`src/hw/rtl/bilinear_bayer_demosaic_top_macros.svh`:
```
// Assertion macros for the bilinear Bayer demosaic block.
`ifndef BILINEAR_BAYER_DEMOSAIC_TOP_MACROS_SVH
`define BILINEAR_BAYER_DEMOSAIC_TOP_MACROS_SVH

// Consequent must hold in the same cycle as the antecedent.
`define BBD_ASSERT_IMM(lbl, clk, rst_n, ante, cons) \
    lbl: assert property (@(posedge clk) disable iff (!rst_n) (ante) |-> (cons)) \
        else $error("bbd: same-cycle check failed");

// Consequent must hold in the cycle after the antecedent.
`define BBD_ASSERT_NXT(lbl, clk, rst_n, ante, cons) \
    lbl: assert property (@(posedge clk) disable iff (!rst_n) (ante) |=> (cons)) \
        else $error("bbd: next-cycle check failed");

`endif

```
`src/hw/rtl/bbd_pkg.sv`:
```
// Package: constants and types shared by the bilinear Bayer demosaic modules.
`default_nettype none
package bbd_pkg;
    localparam int MAX_WIDTH  = 4096;
    localparam int PIX_W      = 8;
    localparam int DIM_W      = 13;
    localparam int COL_W      = $clog2(MAX_WIDTH);
    localparam int W_W        = (COL_W + 1 > DIM_W) ? COL_W + 1 : DIM_W;
    localparam int ROW_W      = DIM_W + 1;
    localparam int CFG_IDX_W  = 2;
    localparam int SUM_W      = PIX_W + 2;

    localparam logic [CFG_IDX_W-1:0] CFG_IDX_WIDTH  = 2'd0;
    localparam logic [CFG_IDX_W-1:0] CFG_IDX_HEIGHT = 2'd1;

    localparam logic [DIM_W-1:0] WIDTH_RESET  = 13'd640;
    localparam logic [DIM_W-1:0] HEIGHT_RESET = 13'd480;

    // Position and sample of one item, decoded at acceptance.
    typedef struct packed {
        logic [COL_W-1:0] col;
        logic [PIX_W-1:0] pix;
        logic             emit;
        logic             ocol_first;
        logic             ocol_last;
        logic             orow_first;
        logic             orow_last;
        logic             orow_odd;
        logic             ocol_odd;
        logic             last;
    } t_pos;

    typedef struct packed {
        logic busy;
        logic commit;
        logic emit;
    } t_status;

    // Write-back to both line buffers.
    typedef struct packed {
        logic             en;
        logic [COL_W-1:0] addr;
        logic [PIX_W-1:0] upper;
        logic [PIX_W-1:0] middle;
    } t_wr;
endpackage
`default_nettype wire

```
`src/hw/rtl/bbd_out_if.sv`:
```
// Interface: RGB result channel.
`default_nettype none
interface bbd_out_if import bbd_pkg::*; ();
    logic             valid;
    logic             ready;
    logic [PIX_W-1:0] red;
    logic [PIX_W-1:0] green;
    logic [PIX_W-1:0] blue;
    logic             frame_last;

    modport source (output valid, output red, output green, output blue,
                    output frame_last, input ready);
    modport sink   (input valid, input red, input green, input blue,
                    input frame_last, output ready);
endinterface
`default_nettype wire

```
`src/hw/rtl/bbd_interp.sv`:
```
// Window stage: 3x3 window update, border mirroring, interpolation, output register.
`default_nettype none
module bbd_interp import bbd_pkg::*; (
    input  wire logic             i_clk,
    input  wire logic             i_rst_n,
    input  wire logic             i_take,
    input  wire t_pos             i_pos,
    input  wire logic [PIX_W-1:0] i_rd_upper,
    input  wire logic [PIX_W-1:0] i_rd_middle,
    output t_status               o_status,
    output t_wr                   o_wr,
    bbd_out_if.source             o_rgb
);
    logic             r_s1_v;
    t_pos             r_s1;
    logic [PIX_W-1:0] r_win [0:2][0:2];
    logic [PIX_W-1:0] n_win [0:2][0:2];
    logic [PIX_W-1:0] v     [0:2][0:2];
    logic             commit;

    logic             r_o_valid, r_last;
    logic [PIX_W-1:0] r_red, r_green, r_blue;
    logic [PIX_W-1:0] n_red, n_green, n_blue;
    logic [SUM_W-1:0] s_h, s_v, s_x, s_d;

    assign commit = r_s1_v && (!r_s1.emit || !r_o_valid || o_rgb.ready);

    always_comb begin
        for (int y = 0; y < 3; y++) begin
            n_win[y][0] = r_win[y][1];
            n_win[y][1] = r_win[y][2];
        end
        n_win[0][2] = i_rd_upper;
        n_win[1][2] = i_rd_middle;
        n_win[2][2] = r_s1.pix;

        v = n_win;
        if (r_s1.ocol_first) begin
            for (int y = 0; y < 3; y++) v[y][0] = v[y][2];
        end
        if (r_s1.ocol_last) begin
            for (int y = 0; y < 3; y++) v[y][2] = v[y][0];
        end
        if (r_s1.orow_first) begin
            for (int x = 0; x < 3; x++) v[0][x] = v[2][x];
        end
        if (r_s1.orow_last) begin
            for (int x = 0; x < 3; x++) v[2][x] = v[0][x];
        end

        s_h = SUM_W'(v[1][0]) + SUM_W'(v[1][2]);
        s_v = SUM_W'(v[0][1]) + SUM_W'(v[2][1]);
        s_x = s_h + s_v;
        s_d = SUM_W'(v[0][0]) + SUM_W'(v[0][2]) + SUM_W'(v[2][0]) + SUM_W'(v[2][2]);

        case ({r_s1.orow_odd, r_s1.ocol_odd})
            2'b00: begin  // green on a red row
                n_green = v[1][1];
                n_red   = s_h[PIX_W:1];
                n_blue  = s_v[PIX_W:1];
            end
            2'b01: begin  // red
                n_red   = v[1][1];
                n_green = s_x[PIX_W+1:2];
                n_blue  = s_d[PIX_W+1:2];
            end
            2'b10: begin  // blue
                n_blue  = v[1][1];
                n_green = s_x[PIX_W+1:2];
                n_red   = s_d[PIX_W+1:2];
            end
            default: begin  // green on a blue row
                n_green = v[1][1];
                n_blue  = s_h[PIX_W:1];
                n_red   = s_v[PIX_W:1];
            end
        endcase
    end

    always_ff @(posedge i_clk) begin
        if (!i_rst_n) begin
            r_s1_v <= 1'b0;
        end else if (commit || !r_s1_v) begin
            r_s1_v <= i_take;
        end
    end

    always_ff @(posedge i_clk) begin
        if (i_take) begin
            r_s1 <= i_pos;
        end
    end

    always_ff @(posedge i_clk) begin
        if (!i_rst_n) begin
            for (int y = 0; y < 3; y++)
                for (int x = 0; x < 3; x++) r_win[y][x] <= '0;
        end else if (commit) begin
            r_win <= n_win;
        end
    end

    always_ff @(posedge i_clk) begin
        if (!i_rst_n) begin
            r_o_valid <= 1'b0;
        end else if (commit && r_s1.emit) begin
            r_o_valid <= 1'b1;
        end else if (o_rgb.ready) begin
            r_o_valid <= 1'b0;
        end
    end

    always_ff @(posedge i_clk) begin
        if (commit && r_s1.emit) begin
            r_red   <= n_red;
            r_green <= n_green;
            r_blue  <= n_blue;
            r_last  <= r_s1.last;
        end
    end

    assign o_rgb.valid      = r_o_valid;
    assign o_rgb.red        = r_red;
    assign o_rgb.green      = r_green;
    assign o_rgb.blue       = r_blue;
    assign o_rgb.frame_last = r_last;

    assign o_status.busy   = r_s1_v;
    assign o_status.commit = commit;
    assign o_status.emit   = r_s1.emit;

    // the upper line takes the old middle row, the middle line the new sample
    assign o_wr.en     = commit;
    assign o_wr.addr   = r_s1.col;
    assign o_wr.upper  = i_rd_middle;
    assign o_wr.middle = r_s1.pix;
endmodule
`default_nettype wire

```
`src/flat_wrapper.sv`:
```
// flat-port wrapper written by rule: the top's interface ports become plain ports
module bbd_interp_flat import bbd_pkg::*;
  (i_clk, i_rst_n, i_take, i_pos, i_rd_upper, i_rd_middle, o_status, o_wr, o_rgb_valid, o_rgb_red, o_rgb_green, o_rgb_blue, o_rgb_frame_last, o_rgb_ready);
  bbd_out_if o_rgb_i ();
  input  wire logic i_clk;
  input  wire logic i_rst_n;
  input  wire logic i_take;
  input  wire t_pos i_pos;
  input  wire logic [PIX_W-1:0] i_rd_upper;
  input  wire logic [PIX_W-1:0] i_rd_middle;
  output t_status o_status;
  output t_wr o_wr;
  output wire logic [$bits(o_rgb_i.valid)-1:0] o_rgb_valid;
  output wire logic [$bits(o_rgb_i.red)-1:0] o_rgb_red;
  output wire logic [$bits(o_rgb_i.green)-1:0] o_rgb_green;
  output wire logic [$bits(o_rgb_i.blue)-1:0] o_rgb_blue;
  output wire logic [$bits(o_rgb_i.frame_last)-1:0] o_rgb_frame_last;
  input wire logic [$bits(o_rgb_i.ready)-1:0] o_rgb_ready;
  assign o_rgb_valid = o_rgb_i.valid;
  assign o_rgb_red = o_rgb_i.red;
  assign o_rgb_green = o_rgb_i.green;
  assign o_rgb_blue = o_rgb_i.blue;
  assign o_rgb_frame_last = o_rgb_i.frame_last;
  assign o_rgb_i.ready = o_rgb_ready;
  bbd_interp u_core (.i_clk(i_clk), .i_rst_n(i_rst_n), .i_take(i_take), .i_pos(i_pos), .i_rd_upper(i_rd_upper), .i_rd_middle(i_rd_middle), .o_status(o_status), .o_wr(o_wr), .o_rgb(o_rgb_i));
endmodule
```
`config.mk`:
```
export PLATFORM = sky130hd
export DESIGN_NAME = bbd_interp_flat
export DESIGN_NICKNAME = d
export VERILOG_FILES = /design/src/hw/rtl/bilinear_bayer_demosaic_top_macros.svh /design/src/hw/rtl/bbd_pkg.sv /design/src/hw/rtl/bbd_out_if.sv /design/src/hw/rtl/bbd_interp.sv /design/src/flat_wrapper.sv
export SDC_FILE = /design/constraint.sdc
export NUM_CORES = 1
export LEC_CHECK = 0
export ABC_AREA = 1
export BUFFER_PORTS_ARGS = -buffer_cell sky130_fd_sc_hd__buf_4
export CORE_AREA = 4 4 186 134
export DETAILED_ROUTE_END_ITERATION = 8
export DIE_AREA = 0 0 190 138
export GPL_TIMING_DRIVEN = 0
export HOLD_SLACK_MARGIN = 0.15
export MAX_ROUTING_LAYER = met4
export PLACE_DENSITY_LB_ADDON = 0.08
export SLEW_MARGIN = 10
export SYNTH_ARGS = -nofsm -noshare
export SYNTH_HDL_FRONTEND = slang
export SYNTH_SLANG_ARGS = --single-unit
```
`constraint.sdc`:
```
create_clock -name i_clk -period 3.9 [get_ports i_clk]
set_input_delay 0.195 -clock i_clk [delete_from_list [all_inputs] [get_ports i_clk]]
set_output_delay 0.195 -clock i_clk [all_outputs]
set_load 0.01 [all_outputs]
```
==> impl_metrics.toml <==
[routing]
via_per_inst = 4.755
postRouteAntennaNets = 0
num_vias = 6785
drt_iter0_drc = 540
drc_errors = 0
first_pass_iters = 6
wl_mm = 23.11
drt-wirelength-per-cell_um = 16.19

[cells_and_area]
synthToLayoutAreaGrowth_pct = 43.84
drive_above_1_share_pct = 30.51
fin_nets = 1206
final_area_sq_um = 9812
fin_util_pct = 42.24
stdcell_count = 1427
fillers = 2439
register_area_sq_um = 2592
multi_input_area_sq_um = 3993

[timing]
setup_viol = 10
rsz0062_at_grt = "yes"
worst_pin_slew_ns = 1.087
postLayoutSetupSlackWorst_ns = -0.4176
final_hold_viol_count = 0
max_freq_mhz = 231.6
skew_ns = 0.01592
finalCriticalPeriod_ns = 4.318
slew_violations = 0
slew_headroom_pct = 27.45
post-route-period-util_pct = 110.7

[global_routing]
grt_pass1_wl_mm = 35.76
grt-ovfl-total = 0
grt_pass1_vias = 6509
grt_antenna_before_repair = 1
track_usage_pct = 17.79
grt_max_degree = 30

[synthesis]
synth_area_leaders = "edfxtp_1 (23%), dfxtp_1 (15%), o21ai_0 (10%)"
syn-mean-instance-area_sq_um = 7.639
synth_most_common_cell = "nand2_1"
synth_top_area_share_pct = 23.33
postSynthCellCount = 893
synth_largest_area_cell = "edfxtp_1"
synth_commonest_cells = "nand2_1 (184), o21ai_0 (140), inv_1 (104), a21oi_1 (71), edfxtp_1 (53)"
synth_nets = 996
synth.distinct_cells = 36
synth_seq_cells = 103
ys_async_sr_fraction_pct = 0
synth_edf_count = 53
synth-seq-area-share_pct = 38.00
ys.flop_type = "edfxtp_1"
yosysWarnings = 0
synth_area_sq_um = 6822

[pwr]
power.internal_mw = 2.979
design_power_total_mw = 4.992
p_clk_share_pct = 19.1
power_switching_mw = 2.013
pwr_density_cell_nw_per_um2 = 508.7
p_leak_nw = 4.404
p_seq_share_pct = 26.1
p_comb_share_pct = 54.7
switching_share_pct = 40.33
peakVddDrop_mv = 0.3175

[floorplanning]
start_util_pct = 29.37
placementRows = 47
die_y_um = 138
ioPinCount = 106
fp.dieArea_sq_um = 26220
coreArea_sq_um = 23230
dieWidth_um = 190

[cts]
clk_pin_slew_ns = 0.09
cts_root_buf = "clkbuf_16"
cts_buffers = 9
clock_latency_ns = 0.37
h-tree-depth = 3
cts.sinks = 103
cts_tree = "built"
clock_path_buffers = 2

[critical_path]
crit_type = "flop to flop"
cp_max_fo = 10
crit_top_cell = "nand2_1"
worstPathRequired_ns = 4.03
slowest_stage = "fa_1"
max_stage_delay_ns = 0.53
crit_chain = "buf_4, buf_8, nand2_1, o21ai_2, nand2_1, o211ai_1, o21ai_1, ha_1, a21oi_2, nand2_2, xnor2_2, fa_1, inv_1, ha_4, nand2_2, o21ai_4, nand2_1, nand2_1, a21oi_2, or2_4, nand3_2, o21ai_0, nor2_1, nor2_1"
endpoint_kind = "flop"
crit_arrival_ns = 4.44
setup.worst_path.start_class = "flop"

[outcome]
status = "complete, but fails checks"
violations = "negative setup slack"

[min_path]
holdCritPathClass = "input pin to flop"

[placement]
hpwl_mm = 17.42
dp_cells = 1315
place_area_sq_um = 8044
port_buffers = 104
gp_congestion = 0.9167

[flow_run]
max_cap_violations = 0
## power groups by stage
| stage | Combinational (mW) | Sequential, mW | Clock, mW |
|---|---|---|---|
| finish | 2.73 | 1.30 | 0.956 |
| global route | 3.03 | 1.31 | 1.03 |
| CTS | 2.43 | 1.30 | 0.982 |
| detailed placement | 1.89 | 1.33 | 0 |
| global placement | 1.90 | 1.32 | 0 |
| floorplan | 1.34 | 1.32 | 0 |
## final timing paths
path / from / endpoint / slack, ns / cells past startpoint
setup / recovery: u_core.r_s1[6] / u_core.o_rgb.blue[5] / -0.42 / 24
hold / removal: o_rgb_ready / u_core.o_rgb.valid / 0.20 / 6
setup reg to reg: u_core.r_s1[6] / u_core.o_rgb.blue[5] / -0.42 / 24
hold reg to reg: u_core.r_s1[0] / u_core.o_rgb.frame_last / 0.44 / 0
## per-layer routing
metal / wire length (um) / global-route usage, % / up-vias
li1: - / - / 3388
met1: 12270 / 27.74 / 3207
met2: 9394 / 24.13 / 173
met3: 1232 / 2.999 / 17
met4: 213 / 3.234 / 0
met5: 0 / - / -
## stage by stage
| step | TNS (ns) | hold WS [ns] | setup slack, ns |
|---|---|---|---|
| 2_1_floorplan | 0 | 0.2939 | 0.01589 |
| 3_3_place_gp | -9.862 | 0.3729 | -0.8457 |
| 3_5_place_dp | -9.168 | 0.3743 | -0.8106 |
| 4_1_cts | -4.019 | 0.1699 | -0.4758 |
| 5_1_grt | -6.294 | 0.2446 | -0.6680 |
| 6_report | -3.326 | 0.1980 | -0.4176 |
## critical path: cells and delay by family, from the launching register on
kind	cells	cell delay (ns)
buffers and inverters	3	0.38
flip-flops	1	0.52
AO/OA/AOI/OAI	7	0.88
AND/OR/NAND/NOR	10	0.94
adder cells (fa/ha/maj)	3	1.20
XOR/XNOR	1	0.15
## what timing repair did
item,CTS,global route
resized for setup,88,107
pin swaps,48,57
setup buffers,40,16
hold buffers,43,0
hold endpoints to repair,43,0
endpoints found under the setup margin,20,20
## logic make-up (layout without fill, tap and decap cells)
family	after synthesis	count (layout)	share of synthesized area (%)
and+or+nand+nor	292	292	17.35
DFF	103	103	38.00
AOI/OAI and AO/OA	251	251	19.90
buffers and inverters	178	393	11.65
adders and majority gates	55	55	11.30
other	0	1	0
xor gates and xnor gates	14	14	1.798
## layout make-up
type | instances | share of cell area, %
Timing Repair Buffer | 199 | 16.68
Antenna cell | 1 | 0.02550
Buffer | 71 | 4.833
Inverter | 107 | 4.119
Tap cell | 318 | 4.055
Clock buffer | 9 | 2.295
Sequential cell | 103 | 26.42
Clock inverter | 7 | 0.8799
Multi-Input combinational cell | 612 | 40.69
## registers in the layout, indices dropped and copies added (netlist names)
register / cells
u_core.n_win: 48
u_core.o_wr: 20
u_core.o_rgb.blue: 8
u_core.o_rgb.green: 8
u_core.o_rgb.red: 8
u_core.r_s1: 7
u_core.o_rgb.frame_last: 1
u_core.o_rgb.valid: 1
u_core.o_status: 1
u_core.r_s1_v: 1
## layout by cell type, fill, tap and decap left out, types with 12 or more instances in the layout
cell           count
clkbuf_1          22
buf_4            183
o21ai_0          108
nand2_2           26
a21oi_1           60
o21ai_1           14
dlygate4sd3_1     43
o21ai_2           13
nand2_1          154
edfxtp_1          53
nand3_1           38
nor2_1            47
o211ai_1          12
ha_1              31
dfxtp_1           50
inv_1             93
(Power assumes the default switching activity.)
