[src/hw/rtl/bilinear_bayer_demosaic_top_macros.svh]
// Assertion macros for the bilinear Bayer demosaic block.
`ifndef BILINEAR_BAYER_DEMOSAIC_TOP_MACROS_SVH
`define BILINEAR_BAYER_DEMOSAIC_TOP_MACROS_SVH

// Consequent must hold in the same cycle as the antecedent.
`define BBD_ASSERT_IMM(lbl, clk, rst_n, ante, cons) \
    lbl: assert property (@(posedge clk) disable iff (!rst_n) (ante) |-> (cons)) \
        else $error("bbd: same-cycle check failed");

// Consequent must hold in the cycle after the antecedent.
`define BBD_ASSERT_NXT(lbl, clk, rst_n, ante, cons) \
    lbl: assert property (@(posedge clk) disable iff (!rst_n) (ante) |=> (cons)) \
        else $error("bbd: next-cycle check failed");

`endif

[src/hw/rtl/bbd_pkg.sv]
// Package: constants and types shared by the bilinear Bayer demosaic modules.
`default_nettype none
package bbd_pkg;
    localparam int MAX_WIDTH  = 4096;
    localparam int PIX_W      = 8;
    localparam int DIM_W      = 13;
    localparam int COL_W      = $clog2(MAX_WIDTH);
    localparam int W_W        = (COL_W + 1 > DIM_W) ? COL_W + 1 : DIM_W;
    localparam int ROW_W      = DIM_W + 1;
    localparam int CFG_IDX_W  = 2;
    localparam int SUM_W      = PIX_W + 2;

    localparam logic [CFG_IDX_W-1:0] CFG_IDX_WIDTH  = 2'd0;
    localparam logic [CFG_IDX_W-1:0] CFG_IDX_HEIGHT = 2'd1;

    localparam logic [DIM_W-1:0] WIDTH_RESET  = 13'd640;
    localparam logic [DIM_W-1:0] HEIGHT_RESET = 13'd480;

    // Position and sample of one item, decoded at acceptance.
    typedef struct packed {
        logic [COL_W-1:0] col;
        logic [PIX_W-1:0] pix;
        logic             emit;
        logic             ocol_first;
        logic             ocol_last;
        logic             orow_first;
        logic             orow_last;
        logic             orow_odd;
        logic             ocol_odd;
        logic             last;
    } t_pos;

    typedef struct packed {
        logic busy;
        logic commit;
        logic emit;
    } t_status;

    // Write-back to both line buffers.
    typedef struct packed {
        logic             en;
        logic [COL_W-1:0] addr;
        logic [PIX_W-1:0] upper;
        logic [PIX_W-1:0] middle;
    } t_wr;
endpackage
`default_nettype wire

[src/hw/rtl/bbd_ctrl.sv]
// Configuration registers, frame position counters and position decode.
`default_nettype none
module bbd_ctrl import bbd_pkg::*; (
    input  wire logic                 i_clk,
    input  wire logic                 i_rst_n,
    input  wire logic                 i_cfg_we,
    input  wire logic [CFG_IDX_W-1:0] i_cfg_idx,
    input  wire logic [DIM_W-1:0]     i_cfg_data,
    input  wire logic                 i_acc,
    input  wire logic [PIX_W-1:0]     i_raw_pixel,
    input  wire logic                 i_flush_item,
    output t_pos                      o_pos,
    output logic                      o_take
);
    logic [DIM_W-1:0] r_width, r_height;
    logic [COL_W-1:0] r_col, n_col;
    logic [ROW_W-1:0] r_row, n_row;

    logic [W_W-1:0]   w, wr, c_inc;
    logic [DIM_W-1:0] h;
    logic [ROW_W-1:0] h1, hm1, r0, orow;
    logic [COL_W-1:0] c0, ocol;
    logic             body, ignore;

    always_comb begin
        wr = W_W'(r_width);
        if (wr < W_W'(2)) begin
            w = W_W'(2);
        end else if (wr > W_W'(MAX_WIDTH)) begin
            w = W_W'(MAX_WIDTH);
        end else begin
            w = wr;
        end
        h   = (r_height < DIM_W'(2)) ? DIM_W'(2) : r_height;
        h1  = ROW_W'(h) + ROW_W'(1);
        hm1 = ROW_W'(h) - ROW_W'(1);

        // bring the counters back inside the frame
        c0 = r_col;
        r0 = r_row;
        if (W_W'(r_col) >= w) begin
            c0 = '0;
            r0 = r_row + ROW_W'(1);
        end
        if (r0 > h1 || (r0 == h1 && c0 != '0)) begin
            r0 = '0;
            c0 = '0;
        end
        body   = r0 < ROW_W'(h);
        ignore = body && i_flush_item;

        c_inc = W_W'(c0) + W_W'(1);
        if (ignore) begin
            n_col = c0;
            n_row = r0;
        end else if (r0 == h1) begin
            n_col = '0;
            n_row = '0;
        end else if (c_inc >= w) begin
            n_col = '0;
            n_row = r0 + ROW_W'(1);
        end else begin
            n_col = c_inc[COL_W-1:0];
            n_row = r0;
        end

        // output pixel is one row and one column behind
        if (c0 != '0) begin
            o_pos.emit = r0 >= ROW_W'(1);
            orow       = r0 - ROW_W'(1);
            ocol       = c0 - COL_W'(1);
        end else begin
            o_pos.emit = r0 >= ROW_W'(2);
            orow       = r0 - ROW_W'(2);
            ocol       = COL_W'(w - W_W'(1));
        end
        o_pos.col        = c0;
        o_pos.pix        = body ? i_raw_pixel : '0;
        o_pos.ocol_first = ocol == '0;
        o_pos.ocol_last  = W_W'(ocol) == (w - W_W'(1));
        o_pos.orow_first = orow == '0;
        o_pos.orow_last  = orow == hm1;
        o_pos.orow_odd   = orow[0];
        o_pos.ocol_odd   = ocol[0];
        o_pos.last       = o_pos.orow_last && o_pos.ocol_last;
        o_take           = i_acc && !ignore;
    end

    always_ff @(posedge i_clk) begin
        if (!i_rst_n) begin
            r_width  <= WIDTH_RESET;
            r_height <= HEIGHT_RESET;
        end else if (i_cfg_we) begin
            unique case (i_cfg_idx)
                CFG_IDX_WIDTH:  r_width  <= i_cfg_data;
                CFG_IDX_HEIGHT: r_height <= i_cfg_data;
                default: ;
            endcase
        end
    end

    always_ff @(posedge i_clk) begin
        if (!i_rst_n) begin
            r_col <= '0;
            r_row <= '0;
        end else if (i_acc) begin
            r_col <= n_col;
            r_row <= n_row;
        end
    end
endmodule
`default_nettype wire

[config.mk]
export PLATFORM = sky130hd
export DESIGN_NAME = bbd_ctrl
export DESIGN_NICKNAME = d
export VERILOG_FILES = /design/src/hw/rtl/bilinear_bayer_demosaic_top_macros.svh /design/src/hw/rtl/bbd_pkg.sv /design/src/hw/rtl/bbd_ctrl.sv
export SDC_FILE = /design/constraint.sdc
export NUM_CORES = 1
export LEC_CHECK = 0
export BUFFER_PORTS_ARGS = -buffer_cell sky130_fd_sc_hd__buf_2
export CAP_MARGIN = 25
export CORE_UTILIZATION = 49
export DETAILED_ROUTE_END_ITERATION = 10
export PLACE_DENSITY_LB_ADDON = 0.2
export SYNTH_ARGS = -nofsm -noshare
export SYNTH_HDL_FRONTEND = slang
export SYNTH_SLANG_ARGS = --single-unit
[constraint.sdc]
create_clock -name i_clk -period 26.5 [get_ports i_clk]
set_input_delay 1.325 -clock i_clk [delete_from_list [all_inputs] [get_ports i_clk]]
set_output_delay 1.325 -clock i_clk [all_outputs]
set_load 0.02 [all_outputs]
==> impl_metrics.env, run 1 <==
export IMPL_cts_hold_buf=0
export IMPL_drv_slew=0
export IMPL_grt_pass1_wl_mm=36.9
export IMPL_cap_viol_max_count=0
export IMPL_dp_cells=1188
export IMPL_syn_area_mm2=0.00717
export IMPL_drtPass1Iterations=8
export IMPL_min_delay_start="r_row[13]$_SDFFE_PN0P_"
export IMPL_tightestPinTransition_ps=921
export IMPL_final_cell_mix="nand2_1, nor2_1, xnor2_1"
export IMPL_clk_latency_ps=300
export IMPL_post_cts_buffers=0
export IMPL_drive_above_1_share_pct=10.1
export IMPL_timing_fmax_ghz=0.0923
export IMPL_path_class="register to primary output"
export IMPL_end_kind="primary output"
export IMPL_finalSetupViolCount=0
export IMPL_ir_drop_mv=0.0284
export IMPL_critPathSlowestCell="nor4_1"
export IMPL_hold_path_end="r_row[13]$_SDFFE_PN0P_"
export IMPL_avgSynthCellArea_um2=7.18
export IMPL_seq_area_frac_synth_pct=14.5
export IMPL_reg2regPathDepth=35
export IMPL_io_pin_count=57
export IMPL_yosysWarnings=0
export IMPL_synth_edf_count=0
export IMPL_syn_instance_count=999
export IMPL_worst_r2r_setup_slack_ps=15980
export IMPL_max_stage_delay_ps=700
export IMPL_vias=7796
export IMPL_routed_wl_mm=23.0
export IMPL_total_power_uw=354
export IMPL_worst_setup_path_start_kind="register"
export IMPL_grt_antenna_before_repair=0
export IMPL_crit_required_ps=25170
export IMPL_r2r_end="r_row[6]$_SDFFE_PN0P_"
export IMPL_crit_fanout=19
export IMPL_hold_depth=1
export IMPL_final_hold_viol_count=0
export IMPL_die_area_mm2=0.0151
export IMPL_worst_ep_arrival_time_ps=9510
export IMPL_grt_pass1_vias=6986
export IMPL_cts_resized=0
export IMPL_fin_crit_sh_pct=40.9
export IMPL_synthArstFlopShare_pct=0
export IMPL_syn_nets=1091
export IMPL_viasPerCell=6.52
export IMPL_path_delay_family="simple AND/OR/NAND/NOR gates"
export IMPL_avgRoutedWirePerCell_um=19.3
export IMPL_fin_worst_hold_slack_ps=497
export IMPL_p_leak_nw=3.17
export IMPL_clock_sinks=52
export IMPL_core_area_mm2=0.0141
export IMPL_htree_num_levels=2
export IMPL_nNetsFinal=1107
export IMPL_maxSlewHeadroom_pct=38.4
export IMPL_grt_ovfl_total=0
export IMPL_drt_iter0_markers=667
export IMPL_tns_ps=0
export IMPL_ys_types=88
export IMPL_path_buf_inv=4
export IMPL_drt_antenna_violating_nets=0
export IMPL_power_density_mw_per_mm2=46.2
export IMPL_skew_ps=6.73
export IMPL_cts_root_buf="clkbuf_16"
export IMPL_die_height_um=123
export IMPL_min_period_ps=10830
export IMPL_cts_buffers_inserted=5
export IMPL_place_congestion=0.991
export IMPL_pre_cts_ws_ps=16200
export IMPL_synth_flop_cell="dfxtp_1"
export IMPL_drcViolationCount=0
export IMPL_start_util_pct=50.9
export IMPL_fin_cells=1196
export IMPL_cts_tree="built"
export IMPL_r2r_start="r_width[2]$_SDFFE_PN0P_"
export IMPL_grt_setup_unrepaired="false"
export IMPL_dpl_hpwl_mm=18.4
export IMPL_io_buffers=56
export IMPL_grt_total_usage_pct=31.5
export IMPL_die_w_um=123
export IMPL_clk_pin_slew_ps=70
export IMPL_fin_ws_ps=15670
export IMPL_diodes=0
export IMPL_hp_class="register to register"
export IMPL_layout_commonest_cell="nand2_1"
export IMPL_status="completed"
export IMPL_rows=43
export IMPL_grt_max_degree=32
export IMPL_synthToLayoutAreaGrowth_pct=7.02
export IMPL_clock_path_buffers=2
export IMPL_ys_ff_latch=52
-- power breakdown --
group | switching, mW | leakage, nW | internal, mW
logic | 0.114 | 2.67 | 0.0765
clock network | 0.0290 | 0.0808 | 0.0445
registers | 0.00812 | 0.423 | 0.0816
-- layout make-up --
cell class,count,area (µm²)
clock inverters,2,35.0
well taps,180,225
fillers,1438,6420
flip-flops and latches,52,1040
multi-input cells,833,5670
repair buffers,67,363
inverters,56,210
clock buffers,6,129
-- cell families (layout without fill, tap and decap cells) --
kind of cell,Yosys count,count (layout),synth area share [%]
compound gates,264,264,26.3
xor+xnor,92,92,11.4
fa+ha+maj,64,64,11.2
buf+inv,114,131,6.44
flops,52,52,14.5
mux,11,11,1.75
simple gates,402,402,28.4
-- synthesized netlist by cell type, types with 5 or more instances --
cell	count	area share (%)
a211o_1	5	0.61
a211oi_1	6	0.63
a21boi_0	16	1.7
a21oi_1	46	3.2
a22o_1	13	1.6
a311oi_1	5	0.61
a31oi_1	16	1.4
a32o_1	6	0.84
and2_1	19	1.7
and3_1	12	1.0
and4_1	6	0.73
buf_2	8	0.56
clkbuf_1	43	2.3
dfxtp_1	52	15
ha_1	64	11
inv_1	51	2.7
mux2i_1	8	1.1
nand2_1	114	6.0
nand2b_1	9	0.79
nand3_1	40	2.8
nand4_1	20	1.7
nor2_1	80	4.2
nor2b_1	9	0.79
nor3_1	29	2.0
nor4_1	20	1.7
o2111ai_1	5	0.61
o211ai_1	14	1.5
o21a_1	8	0.84
o21ai_0	48	3.4
o22ai_1	5	0.44
o31ai_1	10	1.0
o41ai_1	6	0.73
or3_1	13	1.1
or4_1	7	0.73
xnor2_1	72	8.8
xor2_1	19	2.3
-- state kept, by name, indices dropped and copies added (netlist names) --
signal and cells:
r_col 12, r_height 13, r_row 14, r_width 13
-- stage by stage --
stage / cell area, µm² / utilization [%]
3_3_place_gp: 7510 / 53.3
5_1_grt: 7670 / 54.4
6_report: 7670 / 54.4
4_1_cts: 7670 / 54.4
2_1_floorplan: 7170 / -
3_5_place_dp: 7510 / 53.3
-- worst max path at each step --
| stage | start | end | slack (ps) | cells after the start |
|---|---|---|---|---|
| floorplan | r_width[7]$_SDFFE_PN1P_ | o_pos[0] | 17140 | 31 |
| global placement | r_width[7]$_SDFFE_PN1P_ | r_row[6]$_SDFFE_PN0P_ | 16300 | 35 |
| detailed placement | r_width[2]$_SDFFE_PN0P_ | r_row[6]$_SDFFE_PN0P_ | 16200 | 35 |
| CTS | r_width[2]$_SDFFE_PN0P_ | o_pos[3] | 15920 | 28 |
| global route | r_width[3]$_SDFFE_PN0P_ | o_pos[3] | 14950 | 28 |
| finish | r_width[2]$_SDFFE_PN0P_ | o_pos[0] | 15670 | 29 |
-- worst register-to-register path, delay by kind of cell, from the launching register on --
kind	cells	cell delay [ps]
adder cells (fa/ha/maj)	4	1230
XOR/XNOR	2	520
AND/OR/NAND/NOR	14	4210
AO/OA/AOI/OAI	12	3230
flip-flops	1	350
buffers and inverters	3	890
-- metal layers --
metal / track usage, % / share of wire (%)
met5: 0 / 0
met4: 9.45 / 2.3
met3: 3.78 / 8.9
met2: 48.1 / 44
met1: 45.9 / 45
Note: power is estimated with default switching activity, not from simulation.
==> run 2: changes to the inputs <==
- clock period: 26.5 -> 9.8 ns (I/O delays scaled with it)
==> impl_metrics.env, run 2 (same netlist as run 1, synthesis figures left out) <==
export IMPL_status="completed"
export IMPL_tns_ps=0
export IMPL_largest_reg_flops=14
export IMPL_cts_buffers_inserted=5
export IMPL_htree_num_levels=2
export IMPL_final_cell_mix="nand2_1, nor2_1, xnor2_1"
export IMPL_grt_pass1_wl_mm=36.9
export IMPL_power_switching_uw=421
export IMPL_r2r_end="r_row[9]$_SDFFE_PN0P_"
export IMPL_tightestPinTransition_ps=914
export IMPL_combinationalPowerShare_pct=55.9
export IMPL_critPathSlowestCell="or4_1"
export IMPL_path_class="register to register"
export IMPL_die_area_mm2=0.0151
export IMPL_dpl_hpwl_mm=18.5
export IMPL_worst_ep_arrival_time_ps=9310
export IMPL_use_met2_pct=47.1
export IMPL_drt_iter0_markers=930
export IMPL_grt_busiest_layer="met2"
export IMPL_rows=43
export IMPL_grt_ovfl_total=0
export IMPL_crit_required_ps=9990
export IMPL_grt_max_degree=32
export IMPL_clk_pin_slew_ps=60
export IMPL_fin_worst_hold_slack_ps=438
export IMPL_grt_antenna_before_repair=0
export IMPL_avgRoutedWirePerCell_um=19.3
export IMPL_final_hold_viol_count=0
export IMPL_min_period_ps=9110
export IMPL_drtPass1Iterations=6
export IMPL_nNetsFinal=1123
export IMPL_path_buf_inv=3
export IMPL_met1_usage_pct=45.1
export IMPL_grt_use_met3_pct=6.41
export IMPL_startpoint="r_width[7]$_SDFFE_PN1P_"
export IMPL_drive_above_1_share_pct=12.4
export IMPL_clk_latency_ps=300
export IMPL_io_buffers=56
export IMPL_grt_total_usage_pct=31.6
export IMPL_ir_drop_mv=0.0919
export IMPL_p_leak_nw=3.23
export IMPL_fin_crit_sh_pct=93.0
export IMPL_clock_path_buffers=2
export IMPL_power_density_mw_per_mm2=122
export IMPL_skew_ps=8.00
export IMPL_die_w_um=123
export IMPL_reg2regPathDepth=34
export IMPL_viasPerCell=6.46
export IMPL_cts_root_buf="clkbuf_16"
export IMPL_diodes=0
export IMPL_timing_fmax_ghz=0.110
export IMPL_maxSlewHeadroom_pct=38.9
export IMPL_largest_register="r_row"
export IMPL_cp_depth=34
export IMPL_cap_viol_max_count=0
export IMPL_drt_antenna_violating_nets=0
export IMPL_crit_fanout=9
export IMPL_grt_setup_unrepaired="false"
export IMPL_place_congestion=0.991
export IMPL_clock_sinks=52
export IMPL_total_power_uw=956
export IMPL_layout_commonest_cell="nand2_1"
export IMPL_cts_tree="built"
export IMPL_swShare_pct=44.0
export IMPL_p_int_uw=535
export IMPL_path_delay_family="simple AND/OR/NAND/NOR gates"
export IMPL_worst_r2r_setup_slack_ps=690
export IMPL_grt_pass1_vias=6809
export IMPL_core_area_mm2=0.0141
export IMPL_synthToLayoutAreaGrowth_pct=9.25
export IMPL_drv_slew=0
export IMPL_io_pin_count=57
export IMPL_worst_setup_path_start_kind="register"
export IMPL_end_kind="register"
export IMPL_reg_top3="r_row (14), r_height (13), r_width (13)"
export IMPL_power_frac_clock_pct=18.8
export IMPL_endpoint="r_row[9]$_SDFFE_PN0P_"
export IMPL_start_util_pct=50.9
export IMPL_hp_class="primary input to register"
export IMPL_die_height_um=123
export IMPL_vias=7829
export IMPL_routed_wl_mm=23.4
export IMPL_finalSetupViolCount=0
export IMPL_r2r_start="r_width[7]$_SDFFE_PN1P_"
export IMPL_drcViolationCount=0
export IMPL_seqPwrFrac_pct=25.2
export IMPL_max_stage_delay_ps=660
## run 2: cell type report
cell class	count	area, µm²
Fill cell	1398	6260
Multi-Input combinational cell	833	5730
Sequential cell	52	1040
Tap cell	180	225
Timing Repair Buffer	83	483
Clock buffer	8	146
Inverter	56	210
## run 2: worst min-delay path by stage
stage / from / to / slack (ps) / cells past startpoint
2_1_floorplan: r_row[13]$_SDFFE_PN0P_ / r_row[13]$_SDFFE_PN0P_ / 450 / 1
3_3_place_gp: r_row[13]$_SDFFE_PN0P_ / r_row[13]$_SDFFE_PN0P_ / 470 / 1
3_5_place_dp: r_row[13]$_SDFFE_PN0P_ / r_row[13]$_SDFFE_PN0P_ / 470 / 1
4_1_cts: i_cfg_data[7] / r_width[7]$_SDFFE_PN1P_ / 440 / 3
5_1_grt: i_cfg_data[4] / r_height[4]$_SDFFE_PN0P_ / 450 / 3
6_report: i_cfg_data[7] / r_width[7]$_SDFFE_PN1P_ / 440 / 3
## run 2: tightest hold or removal path, cell delays in order
cell and delay (ps):
buf_2 100, nand2_1 50, nand3_1 60
## run 2: per-stage QoR
step / cell area (µm²) / setup WS [ps] / utilization (%) / std cells
finish: 7830 / 690 / 55.6 / 1212
global route: 7830 / 38.2 / 55.6 / 1212
CTS: 7740 / 246 / 54.9 / 1207
detailed placement: 7590 / 283 / 53.8 / 1199
global placement: 7590 / 657 / 53.8 / 1199
floorplan: 7170 / 666 / - / 999
## run 2: power by group through the flow
stage / sequential, mW / combinational (mW) / clock [mW]
finish: 0.241 / 0.535 / 0.180
floorplan: 0.233 / 0.393 / 0
global route: 0.243 / 0.581 / 0.194
CTS: 0.240 / 0.519 / 0.184
global placement: 0.245 / 0.515 / 0
detailed placement: 0.245 / 0.516 / 0
## run 2: timing repair
item,in CTS,in global routing
gates resized for setup,0,11
buffers inserted,0,5
endpoints found under the setup margin,0,30
hold buffers,0,0
hold endpoints to repair,0,0
## run 2: per-layer routing
| layer | up-vias | routed length [µm] |
|---|---|---|
| li1 | 3751 | - |
| met1 | 3667 | 10600 |
| met2 | 369 | 9920 |
| met3 | 42 | 2190 |
| met4 | 0 | 627 |
| met5 | - | 0 |
